## src/hdl/gbpb_pkg.sv

```systemverilog
// Shared types and constants of the Goertzel bin power bank.
package gbpb_pkg;

  localparam int COEFF_W      = 17;   // signed Q2.14 coefficient
  localparam int WL_W         = 13;   // window length register
  localparam int Q_W          = 48;   // delay state q1, q2
  localparam int SAMPLE_MAX_W = 24;   // widest sample the command queue carries
  localparam int POWER_W      = 63;
  localparam int BIN_IDX_W    = 2;
  localparam int COEFF_REGS   = 4;
  localparam int CFG_IDX_W    = 3;
  localparam int CFG_DATA_W   = 17;

  localparam int CMD_DEPTH    = 2;
  localparam int LIMB_W       = 24;   // operand slice of the shared multiplier
  localparam int ACC_W        = 112;  // holds the largest product, |q1*c|*|q2| < 2^111
  localparam int SUM_W        = 100;  // signed power before clamping, |x| < 2^97

  localparam logic [WL_W-1:0] WL_RESET = 13'd205;

  // Register indexes of the configuration port.
  localparam logic [CFG_IDX_W-1:0] CFG_COEFF_0       = 3'd0;
  localparam logic [CFG_IDX_W-1:0] CFG_COEFF_1       = 3'd1;
  localparam logic [CFG_IDX_W-1:0] CFG_COEFF_2       = 3'd2;
  localparam logic [CFG_IDX_W-1:0] CFG_COEFF_3       = 3'd3;
  localparam logic [CFG_IDX_W-1:0] CFG_WINDOW_LENGTH = 3'd4;

  typedef logic signed [COEFF_W-1:0] coeff_t;

  // One classified sample on its way from the front to the back.
  typedef struct packed {
    logic signed [SAMPLE_MAX_W-1:0] sample;
    logic                           last;
  } cmd_t;

  // One bin result.
  typedef struct packed {
    logic [BIN_IDX_W-1:0] bin_index;
    logic [POWER_W-1:0]   power;
    logic                 last_bin;
  } res_t;

endpackage

```

## src/hdl/gbpb_front.sv

```systemverilog
// Front end: sample intake, window counting and the command queue.
module gbpb_front #(
  parameter int MAX_WINDOW  = 4096,
  parameter int SAMPLE_BITS = 16
) (
  input  logic                            clk_i,
  input  logic                            rst_ni,
  input  logic                            push_i,
  input  logic signed [SAMPLE_BITS-1:0]   sample_i,
  output logic                            full_o,
  input  logic [gbpb_pkg::WL_W-1:0]       window_length_i,
  output logic                            cmd_valid_o,
  output gbpb_pkg::cmd_t                  cmd_o,
  input  logic                            cmd_pop_i
);

  localparam int CNT_W = $clog2(MAX_WINDOW + 1);
  localparam int LEN_W = (CNT_W > gbpb_pkg::WL_W) ? CNT_W : gbpb_pkg::WL_W;
  localparam int PTR_W = $clog2(gbpb_pkg::CMD_DEPTH);
  localparam int QC_W  = $clog2(gbpb_pkg::CMD_DEPTH + 1);

  logic [CNT_W-1:0]     cnt_q, cnt_d;
  logic [LEN_W-1:0]     wl_ext, len_eff, cnt_inc;
  logic                 is_last, wr_en;
  gbpb_pkg::cmd_t       mem_q [gbpb_pkg::CMD_DEPTH];
  logic [PTR_W-1:0]     wr_ptr_q, rd_ptr_q;
  logic [QC_W-1:0]      qcnt_q;

  // Zero length acts as one, overlong windows clamp to MAX_WINDOW.
  always_comb begin
    wl_ext = LEN_W'(window_length_i);
    if (wl_ext == '0) begin
      len_eff = LEN_W'(1);
    end else if (wl_ext > LEN_W'(MAX_WINDOW)) begin
      len_eff = LEN_W'(MAX_WINDOW);
    end else begin
      len_eff = wl_ext;
    end
    cnt_inc = LEN_W'(cnt_q) + LEN_W'(1);
    is_last = (cnt_inc >= len_eff);
    cnt_d   = is_last ? '0 : cnt_inc[CNT_W-1:0];
  end

  assign full_o      = (qcnt_q == QC_W'(gbpb_pkg::CMD_DEPTH));
  assign wr_en       = push_i && !full_o;
  assign cmd_valid_o = (qcnt_q != '0);
  assign cmd_o       = mem_q[rd_ptr_q];

  always_ff @(posedge clk_i or negedge rst_ni) begin
    if (!rst_ni) begin
      cnt_q    <= '0;
      wr_ptr_q <= '0;
      rd_ptr_q <= '0;
      qcnt_q   <= '0;
    end else begin
      if (wr_en) begin
        cnt_q    <= cnt_d;
        wr_ptr_q <= wr_ptr_q + PTR_W'(1);
      end
      if (cmd_pop_i) begin
        rd_ptr_q <= rd_ptr_q + PTR_W'(1);
      end
      qcnt_q <= qcnt_q + QC_W'(wr_en) - QC_W'(cmd_pop_i);
    end
  end

  always_ff @(posedge clk_i) begin
    if (wr_en) begin
      mem_q[wr_ptr_q].sample <= gbpb_pkg::SAMPLE_MAX_W'(sample_i);
      mem_q[wr_ptr_q].last   <= is_last;
    end
  end

  a_cnt_in_window: assert property (@(posedge clk_i) disable iff (!rst_ni)
    LEN_W'(cnt_q) < LEN_W'(MAX_WINDOW))
    else $error("sample count left the window");

  a_pop_nonempty: assert property (@(posedge clk_i) disable iff (!rst_ni)
    cmd_pop_i |-> cmd_valid_o)
    else $error("command popped from empty queue");

endmodule

```

## src/hdl/gbpb_res_fifo.sv

```systemverilog
// Result queue between the back end and the output channel.
module gbpb_res_fifo #(
  parameter int DEPTH = 4
) (
  input  logic           clk_i,
  input  logic           rst_ni,
  input  logic           wr_i,
  input  gbpb_pkg::res_t wdata_i,
  output logic           full_o,
  input  logic           rd_i,
  output gbpb_pkg::res_t rdata_o,
  output logic           empty_o
);

  localparam int PTR_W = (DEPTH > 1) ? $clog2(DEPTH) : 1;
  localparam int CNT_W = $clog2(DEPTH + 1);

  gbpb_pkg::res_t    mem_q [DEPTH];
  logic [PTR_W-1:0]  wr_ptr_q, rd_ptr_q;
  logic [CNT_W-1:0]  cnt_q;
  logic              wr_en, rd_en;

  assign full_o  = (cnt_q == CNT_W'(DEPTH));
  assign empty_o = (cnt_q == '0);
  assign wr_en   = wr_i && !full_o;
  assign rd_en   = rd_i && !empty_o;
  assign rdata_o = mem_q[rd_ptr_q];

  always_ff @(posedge clk_i or negedge rst_ni) begin
    if (!rst_ni) begin
      wr_ptr_q <= '0;
      rd_ptr_q <= '0;
      cnt_q    <= '0;
    end else begin
      if (wr_en) begin
        wr_ptr_q <= (wr_ptr_q == PTR_W'(DEPTH - 1)) ? '0 : wr_ptr_q + PTR_W'(1);
      end
      if (rd_en) begin
        rd_ptr_q <= (rd_ptr_q == PTR_W'(DEPTH - 1)) ? '0 : rd_ptr_q + PTR_W'(1);
      end
      cnt_q <= cnt_q + CNT_W'(wr_en) - CNT_W'(rd_en);
    end
  end

  always_ff @(posedge clk_i) begin
    if (wr_en) begin
      mem_q[wr_ptr_q] <= wdata_i;
    end
  end

  a_no_write_when_full: assert property (@(posedge clk_i) disable iff (!rst_ni)
    full_o |-> !wr_i)
    else $error("result written into a full queue");

endmodule

```

## src/hdl/gbpb_back.sv

```systemverilog
// Back end: per-bin Goertzel recurrence and bin power on one shared multiplier.
module gbpb_back #(
  parameter int NUM_BINS = 4
) (
  input  logic                clk_i,
  input  logic                rst_ni,
  input  gbpb_pkg::coeff_t    coeff_i [gbpb_pkg::COEFF_REGS],
  input  logic                cmd_valid_i,
  input  gbpb_pkg::cmd_t      cmd_i,
  output logic                cmd_pop_o,
  output logic                res_wr_o,
  output gbpb_pkg::res_t      res_o,
  input  logic                res_full_i
);

  localparam int Q_W    = gbpb_pkg::Q_W;
  localparam int LW     = gbpb_pkg::LIMB_W;
  localparam int ACC_W  = gbpb_pkg::ACC_W;
  localparam int SUM_W  = gbpb_pkg::SUM_W;
  localparam int CW     = gbpb_pkg::COEFF_W;
  localparam int OPA_W  = 3 * LW;
  localparam int OPB_W  = 2 * LW;
  localparam int REC_W  = Q_W + 18;
  localparam int BIN_W  = (NUM_BINS > 1) ? $clog2(NUM_BINS) : 1;

  typedef enum logic [2:0] {
    ST_IDLE, ST_SETUP, ST_MUL, ST_DRAIN, ST_POST, ST_EMIT
  } state_e;

  typedef enum logic [2:0] {
    JOB_REC, JOB_SQ1, JOB_SQ2, JOB_T, JOB_X
  } job_e;

  function automatic logic [Q_W-1:0] mag_q(input logic signed [Q_W-1:0] v);
    return v[Q_W-1] ? Q_W'(-v) : Q_W'(v);
  endfunction

  function automatic logic [CW-1:0] mag_c(input logic signed [CW-1:0] v);
    return v[CW-1] ? CW'(-v) : CW'(v);
  endfunction

  state_e                     state_q;
  job_e                       job_q;
  logic [BIN_W-1:0]           bin_q;
  logic                       last_q;
  logic [1:0]                 i_q, na_q, na_d;
  logic                       j_q;
  logic                       pv_q;
  logic signed [Q_W-1:0]      d1_q [NUM_BINS];
  logic signed [Q_W-1:0]      d2_q [NUM_BINS];

  logic signed [gbpb_pkg::SAMPLE_MAX_W-1:0] x_q;
  logic [2*LW-1:0]            prod_q;
  logic [1:0]                 sh_q;
  logic [ACC_W-1:0]           acc_q, acc_add;
  logic [OPA_W-1:0]           op_a_q, op_a_d;
  logic [OPB_W-1:0]           op_b_q, op_b_d;
  logic [63:0]                t_q;
  logic signed [SUM_W-1:0]    sum_q;

  logic signed [Q_W-1:0]      cur_q1, cur_q2;
  logic signed [CW-1:0]       cur_c;
  logic [LW-1:0]              limb_a, limb_b;
  logic                       bin_last, issue_done;

  logic                       neg_r, neg_x;
  logic signed [64:0]         pm, p_sh;
  logic signed [REC_W-1:0]    q0w;
  logic [REC_W-Q_W:0]         q0_hi;
  logic signed [Q_W-1:0]      q0;
  logic signed [ACC_W:0]      xs, x_sh;
  logic [gbpb_pkg::POWER_W-1:0] power;

  always_comb begin
    cur_c = '0;
    for (int k = 0; k < gbpb_pkg::COEFF_REGS; k++) begin
      if (int'(bin_q) == k) begin
        cur_c = coeff_i[k];
      end
    end
  end

  assign cur_q1   = d1_q[bin_q];
  assign cur_q2   = d2_q[bin_q];
  assign bin_last = (bin_q == BIN_W'(NUM_BINS - 1));

  // Operand setup for the next multiply job.
  always_comb begin
    op_a_d = '0;
    op_b_d = mag_q(cur_q1);
    na_d   = 2'd1;
    case (job_q)
      JOB_REC, JOB_T: begin
        op_a_d = OPA_W'(mag_c(cur_c));
      end
      JOB_SQ1: begin
        op_a_d = OPA_W'(mag_q(cur_q1));
        na_d   = 2'd2;
      end
      JOB_SQ2: begin
        op_a_d = OPA_W'(mag_q(cur_q2));
        op_b_d = mag_q(cur_q2);
        na_d   = 2'd2;
      end
      JOB_X: begin
        op_a_d = OPA_W'(t_q);
        op_b_d = mag_q(cur_q2);
        na_d   = 2'd3;
      end
      default: begin
        op_a_d = '0;
      end
    endcase
  end

  assign limb_a     = op_a_q[i_q * LW +: LW];
  assign limb_b     = op_b_q[j_q * LW +: LW];
  assign issue_done = j_q && (i_q == na_q - 2'd1);

  // Place the registered partial product at its limb offset.
  always_comb begin
    case (sh_q)
      2'd0:    acc_add = ACC_W'(prod_q);
      2'd1:    acc_add = ACC_W'(prod_q) << LW;
      2'd2:    acc_add = ACC_W'(prod_q) << (2 * LW);
      default: acc_add = ACC_W'(prod_q) << (3 * LW);
    endcase
  end

  // Recurrence: q0 = floor(c*q1 / 2^14) - q2 + x, saturated to 48 bits.
  always_comb begin
    neg_r = cur_c[CW-1] ^ cur_q1[Q_W-1];
    pm    = neg_r ? -$signed({1'b0, acc_q[63:0]}) : $signed({1'b0, acc_q[63:0]});
    p_sh  = pm >>> 14;
    q0w   = REC_W'(p_sh) - REC_W'(cur_q2) + REC_W'(x_q);
    q0_hi = q0w[REC_W-1:Q_W-1];
    if ((&q0_hi) || !(|q0_hi)) begin
      q0 = q0w[Q_W-1:0];
    end else if (q0w[REC_W-1]) begin
      q0 = {1'b1, {(Q_W-1){1'b0}}};
    end else begin
      q0 = {1'b0, {(Q_W-1){1'b1}}};
    end
  end

  // Cross term floor(q1*q2*c / 2^14) and the clamped power.
  always_comb begin
    neg_x = cur_q1[Q_W-1] ^ cur_q2[Q_W-1] ^ cur_c[CW-1];
    xs    = neg_x ? -$signed({1'b0, acc_q}) : $signed({1'b0, acc_q});
    x_sh  = xs >>> 14;
    if (sum_q[SUM_W-1]) begin
      power = '0;
    end else if (|sum_q[SUM_W-2:gbpb_pkg::POWER_W]) begin
      power = '1;
    end else begin
      power = sum_q[gbpb_pkg::POWER_W-1:0];
    end
  end

  assign cmd_pop_o         = (state_q == ST_IDLE) && cmd_valid_i;
  assign res_wr_o          = (state_q == ST_EMIT) && !res_full_i;
  assign res_o.bin_index   = gbpb_pkg::BIN_IDX_W'(bin_q);
  assign res_o.power       = power;
  assign res_o.last_bin    = bin_last;

  always_ff @(posedge clk_i or negedge rst_ni) begin
    if (!rst_ni) begin
      state_q <= ST_IDLE;
      job_q   <= JOB_REC;
      bin_q   <= '0;
      last_q  <= 1'b0;
      i_q     <= '0;
      j_q     <= 1'b0;
      na_q    <= 2'd1;
      pv_q    <= 1'b0;
      for (int k = 0; k < NUM_BINS; k++) begin
        d1_q[k] <= '0;
        d2_q[k] <= '0;
      end
    end else begin
      pv_q <= (state_q == ST_MUL);
      unique case (state_q)
        ST_IDLE: begin
          if (cmd_valid_i) begin
            last_q  <= cmd_i.last;
            bin_q   <= '0;
            job_q   <= JOB_REC;
            state_q <= ST_SETUP;
          end
        end
        ST_SETUP: begin
          na_q    <= na_d;
          i_q     <= '0;
          j_q     <= 1'b0;
          state_q <= ST_MUL;
        end
        ST_MUL: begin
          // Walk the limb pairs, B limb fastest.
          if (issue_done) begin
            state_q <= ST_DRAIN;
          end else if (j_q) begin
            j_q <= 1'b0;
            i_q <= i_q + 2'd1;
          end else begin
            j_q <= 1'b1;
          end
        end
        ST_DRAIN: begin
          state_q <= ST_POST;
        end
        ST_POST: begin
          unique case (job_q)
            JOB_REC: begin
              d2_q[bin_q] <= cur_q1;
              d1_q[bin_q] <= q0;
              if (last_q) begin
                job_q   <= JOB_SQ1;
                state_q <= ST_SETUP;
              end else if (bin_last) begin
                state_q <= ST_IDLE;
              end else begin
                bin_q   <= bin_q + BIN_W'(1);
                state_q <= ST_SETUP;
              end
            end
            JOB_SQ1: begin
              job_q   <= JOB_SQ2;
              state_q <= ST_SETUP;
            end
            JOB_SQ2: begin
              job_q   <= JOB_T;
              state_q <= ST_SETUP;
            end
            JOB_T: begin
              job_q   <= JOB_X;
              state_q <= ST_SETUP;
            end
            JOB_X: begin
              state_q <= ST_EMIT;
            end
            default: begin
              state_q <= ST_IDLE;
            end
          endcase
        end
        ST_EMIT: begin
          // Hold until the result queue has room, then clear the bin.
          if (!res_full_i) begin
            d1_q[bin_q] <= '0;
            d2_q[bin_q] <= '0;
            job_q       <= JOB_REC;
            if (bin_last) begin
              state_q <= ST_IDLE;
            end else begin
              bin_q   <= bin_q + BIN_W'(1);
              state_q <= ST_SETUP;
            end
          end
        end
        default: begin
          state_q <= ST_IDLE;
        end
      endcase
    end
  end

  always_ff @(posedge clk_i) begin
    prod_q <= (2 * LW)'(limb_a) * (2 * LW)'(limb_b);
    sh_q   <= i_q + 2'(j_q);
    if (cmd_pop_o) begin
      x_q <= cmd_i.sample;
    end
    if (state_q == ST_SETUP) begin
      acc_q  <= '0;
      op_a_q <= op_a_d;
      op_b_q <= op_b_d;
    end else if (pv_q) begin
      acc_q <= acc_q + acc_add;
    end
    if (state_q == ST_POST) begin
      case (job_q)
        JOB_SQ1: sum_q <= $signed(acc_q[SUM_W-1:0]);
        JOB_SQ2: sum_q <= sum_q + $signed(acc_q[SUM_W-1:0]);
        JOB_T:   t_q   <= acc_q[63:0];
        JOB_X:   sum_q <= sum_q - $signed(x_sh[SUM_W-1:0]);
        default: t_q   <= t_q;
      endcase
    end
  end

  a_pv_follows_issue: assert property (@(posedge clk_i) disable iff (!rst_ni)
    pv_q |-> ($past(state_q) == ST_MUL))
    else $error("partial product without an issue cycle");

  a_drain_has_product: assert property (@(posedge clk_i) disable iff (!rst_ni)
    (state_q == ST_DRAIN) |-> pv_q)
    else $error("drain cycle without the final partial product");

endmodule

```

## src/hdl/goertzel_bin_power_bank_top.sv

```systemverilog
// Top level of the Goertzel bin power bank: configuration registers and channel wiring.
//
// Usage. Samples enter through a queue-like port: a sample on sample_i is
// transferred at a rising edge with push high and full low. Bin results leave
// through a second queue-like port: while empty is low the oldest result sits
// on bin_index_o, power_o and last_bin_o, and it is transferred at a rising
// edge with pop high. Registers are written through cfg_we_i/cfg_idx_i/
// cfg_data_i: indexes 0 to 3 are the Q2.14 bin coefficients,
// index 4 the window length; other indexes are dropped.
// Arithmetic. One shared 24x24 multiplier does all the math. The sample that
// closes a window costs the back end more than an ordinary sample, the extra
// going to the squared terms and the cross term of each bin's power, done
// limb by limb. The back end finishes one sample before it takes the next.
// A two-entry command queue lets the front take samples while the back works.
// Results. Those of a window leave in bin order once its last sample is in.
// Reset. Clears delay state, sample count, both queues; coefficients read 0
// and the window length 205. A stalled receiver fills the result queue
// (NUM_BINS deep); the back end then holds, the command queue fills and full
// rises, so nothing is dropped.
module goertzel_bin_power_bank_top #(
  parameter int NUM_BINS    = 4,
  parameter int MAX_WINDOW  = 4096,
  parameter int SAMPLE_BITS = 16
) (
  input  logic                                 clk_i,
  input  logic                                 rst_ni,
  input  logic                                 push,
  input  logic signed [SAMPLE_BITS-1:0]        sample_i,
  output logic                                 full,
  output logic                                 empty,
  input  logic                                 pop,
  output logic [gbpb_pkg::BIN_IDX_W-1:0]       bin_index_o,
  output logic [gbpb_pkg::POWER_W-1:0]         power_o,
  output logic                                 last_bin_o,
  input  logic                                 cfg_we_i,
  input  logic [gbpb_pkg::CFG_IDX_W-1:0]       cfg_idx_i,
  input  logic [gbpb_pkg::CFG_DATA_W-1:0]      cfg_data_i
);

  gbpb_pkg::coeff_t             coeff_q [gbpb_pkg::COEFF_REGS];
  logic [gbpb_pkg::WL_W-1:0]    wl_q;

  logic                         cmd_valid, cmd_pop;
  gbpb_pkg::cmd_t               cmd;
  logic                         res_wr, res_full;
  gbpb_pkg::res_t               res_in, res_out;

  // Configuration registers; the user must write them only while the block is idle, the block does not enforce it.
  always_ff @(posedge clk_i or negedge rst_ni) begin
    if (!rst_ni) begin
      for (int k = 0; k < gbpb_pkg::COEFF_REGS; k++) begin
        coeff_q[k] <= '0;
      end
      wl_q <= gbpb_pkg::WL_RESET;
    end else if (cfg_we_i) begin
      case (cfg_idx_i) inside
        gbpb_pkg::CFG_COEFF_0, gbpb_pkg::CFG_COEFF_1,
        gbpb_pkg::CFG_COEFF_2, gbpb_pkg::CFG_COEFF_3: begin
          coeff_q[cfg_idx_i[1:0]] <= $signed(cfg_data_i[gbpb_pkg::COEFF_W-1:0]);
        end
        gbpb_pkg::CFG_WINDOW_LENGTH: begin
          wl_q <= cfg_data_i[gbpb_pkg::WL_W-1:0];
        end
        default: begin
          // Drop writes beyond the register list.
          wl_q <= wl_q;
        end
      endcase
    end
  end

  // Front: count samples and tag the one that closes a window.
  gbpb_front #(
    .MAX_WINDOW  (MAX_WINDOW),
    .SAMPLE_BITS (SAMPLE_BITS)
  ) u_front (
    .clk_i           (clk_i),
    .rst_ni          (rst_ni),
    .push_i          (push),
    .sample_i        (sample_i),
    .full_o          (full),
    .window_length_i (wl_q),
    .cmd_valid_o     (cmd_valid),
    .cmd_o           (cmd),
    .cmd_pop_i       (cmd_pop)
  );

  // Back: advance every bin, and on a window end compute and emit the powers.
  gbpb_back #(
    .NUM_BINS (NUM_BINS)
  ) u_back (
    .clk_i       (clk_i),
    .rst_ni      (rst_ni),
    .coeff_i     (coeff_q),
    .cmd_valid_i (cmd_valid),
    .cmd_i       (cmd),
    .cmd_pop_o   (cmd_pop),
    .res_wr_o    (res_wr),
    .res_o       (res_in),
    .res_full_i  (res_full)
  );

  // Result queue decouples the back end from a stalled receiver.
  gbpb_res_fifo #(
    .DEPTH (NUM_BINS)
  ) u_res_fifo (
    .clk_i   (clk_i),
    .rst_ni  (rst_ni),
    .wr_i    (res_wr),
    .wdata_i (res_in),
    .full_o  (res_full),
    .rd_i    (pop),
    .rdata_o (res_out),
    .empty_o (empty)
  );

  assign bin_index_o = res_out.bin_index;
  assign power_o     = res_out.power;
  assign last_bin_o  = res_out.last_bin;

endmodule

```

## config.mk

```make
export PLATFORM = sky130hd
export DESIGN_NAME = goertzel_bin_power_bank_top
export DESIGN_NICKNAME = d
export VERILOG_FILES = /design/src/hdl/gbpb_pkg.sv /design/src/hdl/gbpb_front.sv /design/src/hdl/gbpb_res_fifo.sv /design/src/hdl/gbpb_back.sv /design/src/hdl/goertzel_bin_power_bank_top.sv
export SDC_FILE = /design/constraint.sdc
export NUM_CORES = 2
export LEC_CHECK = 0
export ABC_CLOCK_PERIOD_IN_PS = 13860
export BUFFER_PORTS_ARGS = -buffer_cell sky130_fd_sc_hd__buf_2
export CORE_ASPECT_RATIO = 0.8
export CORE_MARGIN = 10
export CORE_UTILIZATION = 29
export DETAILED_ROUTE_END_ITERATION = 10
export HOLD_SLACK_MARGIN = 0.1
export PLACE_DENSITY_LB_ADDON = 0.15
export SYNTH_ARGS = -nofsm -noshare
export SYNTH_HDL_FRONTEND = slang
export SYNTH_SLANG_ARGS = --single-unit
```

## constraint.sdc

```tcl
create_clock -name clk_i -period 13.86 [get_ports clk_i]
set_input_delay 0.693 -clock clk_i [delete_from_list [all_inputs] [get_ports clk_i]]
set_output_delay 0.693 -clock clk_i [all_outputs]
set_load 0.01 [all_outputs]
```

==> impl_metrics.ini <==
[run_status]
outcome = completed

[critical_path]
worstRegToRegCells = 30
critPathMaxStageDelay_ns = 1.03
cp_max_fo = 32
cp.required_ns = 14.54
path_class = register to register
cpMostUsedCell = fa_1
critPathLaunchType = register
r2r_start = u_back.i_q[0]
cp.arrival_ns = 10.75
cp-end-kind = register
rrSetupSlack_ns = 3.79
r2r_end = u_back.prod_q[32]
slowest_stage = nor2b_2

[logic_synthesis]
synth-xor-area-share_pct = 5.72
synthCells = 10036
synth_seq_cells = 1256
synth-edff-count = 590
synthAdderAreaFrac_pct = 17.4
ys_seq_area_share_pct = 35.2
synth_fp_nets = 11082
synthArstFlopShare_pct = 40.1
syn_area_per_cell_um2 = 9.50
synthFlopType = edfxtp_1
synth-simple-area-share_pct = 14.3
synth_compound_area_share_pct = 14.9
synth_area_mm2 = 0.0954
yosysUniqueCellTypes = 105
yosysWarningCount = 0
synth_top_family_by_area = adder cells
synthMuxAreaShare_pct = 6.98

[place]
gp_congestion = 0.928
port-buffer-count = 108
placed_area_mm2 = 0.101
dpl.hpwl_mm = 290
dp.cells = 14066

[clock_tree]
clock_path_buffers = 4
cts_tree = done
cts_buffers = 152
clk_pin_slew_ns = 0.07
cts.sinks = 1256
clk_latency_ns = 0.86
cts_root_buf = clkbuf_16
h-tree-depth = 4

[layout]
fin_area_mm2 = 0.106
mostFrequentLayoutCell = nand2_1
synthToLayoutAreaGrowth_pct = 11.0
layout_common_cells = nand2_1 (1270), nor2_1 (954), inv_1 (742), o21ai_0 (692), edfxtp_1 (590)
drive_gt1_share_pct = 9.56
nets = 10917
instances_no_fill = 14355

[flow_run]
drv_cap = 0

[sta]
hold-worst-slack_ns = 0.177
setup_viol = 0
final_hold_viol_count = 0
fmax_mhz = 99.3
slew_headroom_pct = 17.9
period_minus_slack_ns = 10.07
rsz0062_at_grt = false
slew_viol_final = 0
tns_ns = 0
worst_pin_slew_ns = 1.22
skew_ns = 0.0683
finalCritPeriodShare_pct = 72.7

[detailed_routing]
vias = 77091
wl_met2_mm = 163
drc = 0
wl_met1_mm = 183
first_pass_iters = 6
ant_nets = 0
drt-wirelength-per-cell_um = 26.7
via_per_inst = 5.37
drt-total-wl_mm = 383
top_layer = met5
drtIter0Drc = 7943
met3_length_mm = 27.8

[grt]
grt_max_degree = 172
grt_pass1_vias = 76370
antenna_found_initial = 24
overflow = 0
grt_pass1_wl_mm = 553
grt_usage_pct = 21.0

[floorplanning]
io_pins = 109
die_h_um = 533
die_x_um = 661
start_util_pct = 29.1
dieArea_mm2 = 0.352
core_area_mm2 = 0.328
row_count = 188

[hold_path]
min_from = cfg_data_i[12]
hold_class = input port to register
min_to = wl_q[12]
hold_depth = 3
==> worst max-delay path by stage <==
stage,cells past startpoint,end,startpoint,slack (ns)
floorplan,33,u_back.prod_q[32],u_back.i_q[1],4.92
global placement,30,u_back.prod_q[32],u_back.i_q[0],3.86
global route,29,u_back.prod_q[47],u_back.i_q[0],3.17
CTS,30,u_back.prod_q[32],u_back.i_q[0],3.82
finish,30,u_back.prod_q[32],u_back.i_q[0],3.79
detailed placement,30,u_back.prod_q[32],u_back.i_q[0],3.85
==> cells by family after synthesis <==
| group | after synthesis |
|---|---|
| AO/OA/AOI/OAI | 2252 |
| XOR/XNOR | 623 |
| adder cells (fa/ha/maj) | 1005 |
| buffers and inverters | 1381 |
| flip-flops | 1256 |
| multiplexers | 448 |
| AND/OR/NAND/NOR | 3071 |
==> synthesized netlist by cell type (108+ instances only) <==
master / n / area, um^2
o21ai_0: 693 / 3470
fa_1: 536 / 10700
xor2_1: 249 / 2180
nand2_1: 1276 / 4790
a21oi_1: 566 / 2830
nor2_1: 965 / 3620
nor3_1: 138 / 691
clkbuf_1: 566 / 2120
ha_1: 469 / 5870
nand4_1: 108 / 676
dfrtp_1: 498 / 12500
mux4_2: 160 / 3600
edfxtp_1: 590 / 17700
mux2_2: 123 / 1390
dfxtp_1: 162 / 3240
xnor2_1: 374 / 3280
inv_1: 743 / 2790
mux2i_1: 164 / 1640
a21o_1: 204 / 1530
==> critical path, delay by kind of cell (launching register included) <==
family / cells / cell delay (ns)
simple gates: 4 / 1.67
compound gates: 10 / 2.80
buf+inv: 7 / 1.23
fa+ha+maj: 8 / 3.75
xor+xnor: 1 / 0.14
flops: 1 / 0.32
==> layer usage <==
layer  vias up  track usage (%)
met1     39230             31.5
met5         -                0
met2      2850             31.4
met4         6             4.53
met3       402             3.83
li1      34603                -
==> sequential cells by signal, indices dropped and copies added, names as in the netlist, 2 cells and up <==
register,cells
u_res_fifo.mem_q,264
u_back.d1_q,192
u_back.d2_q,192
u_back.acc_q,112
u_back.sum_q,100
coeff_q,68
u_back.op_a_q,64
u_back.t_q,64
u_back.op_b_q,48
u_back.prod_q,48
u_front.mem_q,34
u_back.x_q,16
u_front.cnt_q,13
wl_q,13
u_back.job_q,3
u_back.state_q,3
u_res_fifo.cnt_q,3
u_back.bin_q,2
u_back.i_q,2
u_back.na_q,2
u_back.sh_q,2
u_front.qcnt_q,2
u_res_fifo.rd_ptr_q,2
u_res_fifo.wr_ptr_q,2
==> per-stage QoR <==
step,utilization (%),worst slack [ns]
3_3_place_gp,30.7,3.86
4_1_cts,32.3,3.82
2_1_floorplan,-,4.92
3_5_place_dp,30.7,3.85
5_1_grt,32.3,3.17
6_report,32.3,3.79
==> final cells by class <==
type | count | area (um^2)
inverter | 747 | 2810
multi-input combinational | 7399 | 56800
sequential | 1256 | 33600
antenna | 3 | 7.51
clock buffer | 195 | 4200
timing repair buffer | 315 | 2220
fill | 33930 | 222000
clock inverter | 70 | 728
tap | 4370 | 5470
==> what timing repair did <==
action | 4_1_cts | 5_1_grt
endpoints found under the hold margin | 144 | 0
endpoints found under the setup margin | 0 | 0
hold buffers | 21 | 0
resized for setup | 0 | 0
buffers inserted | 0 | 0
Power is not shown: default switching activity piles up to over one toggle a cycle in this logic, so the estimate is an artifact.
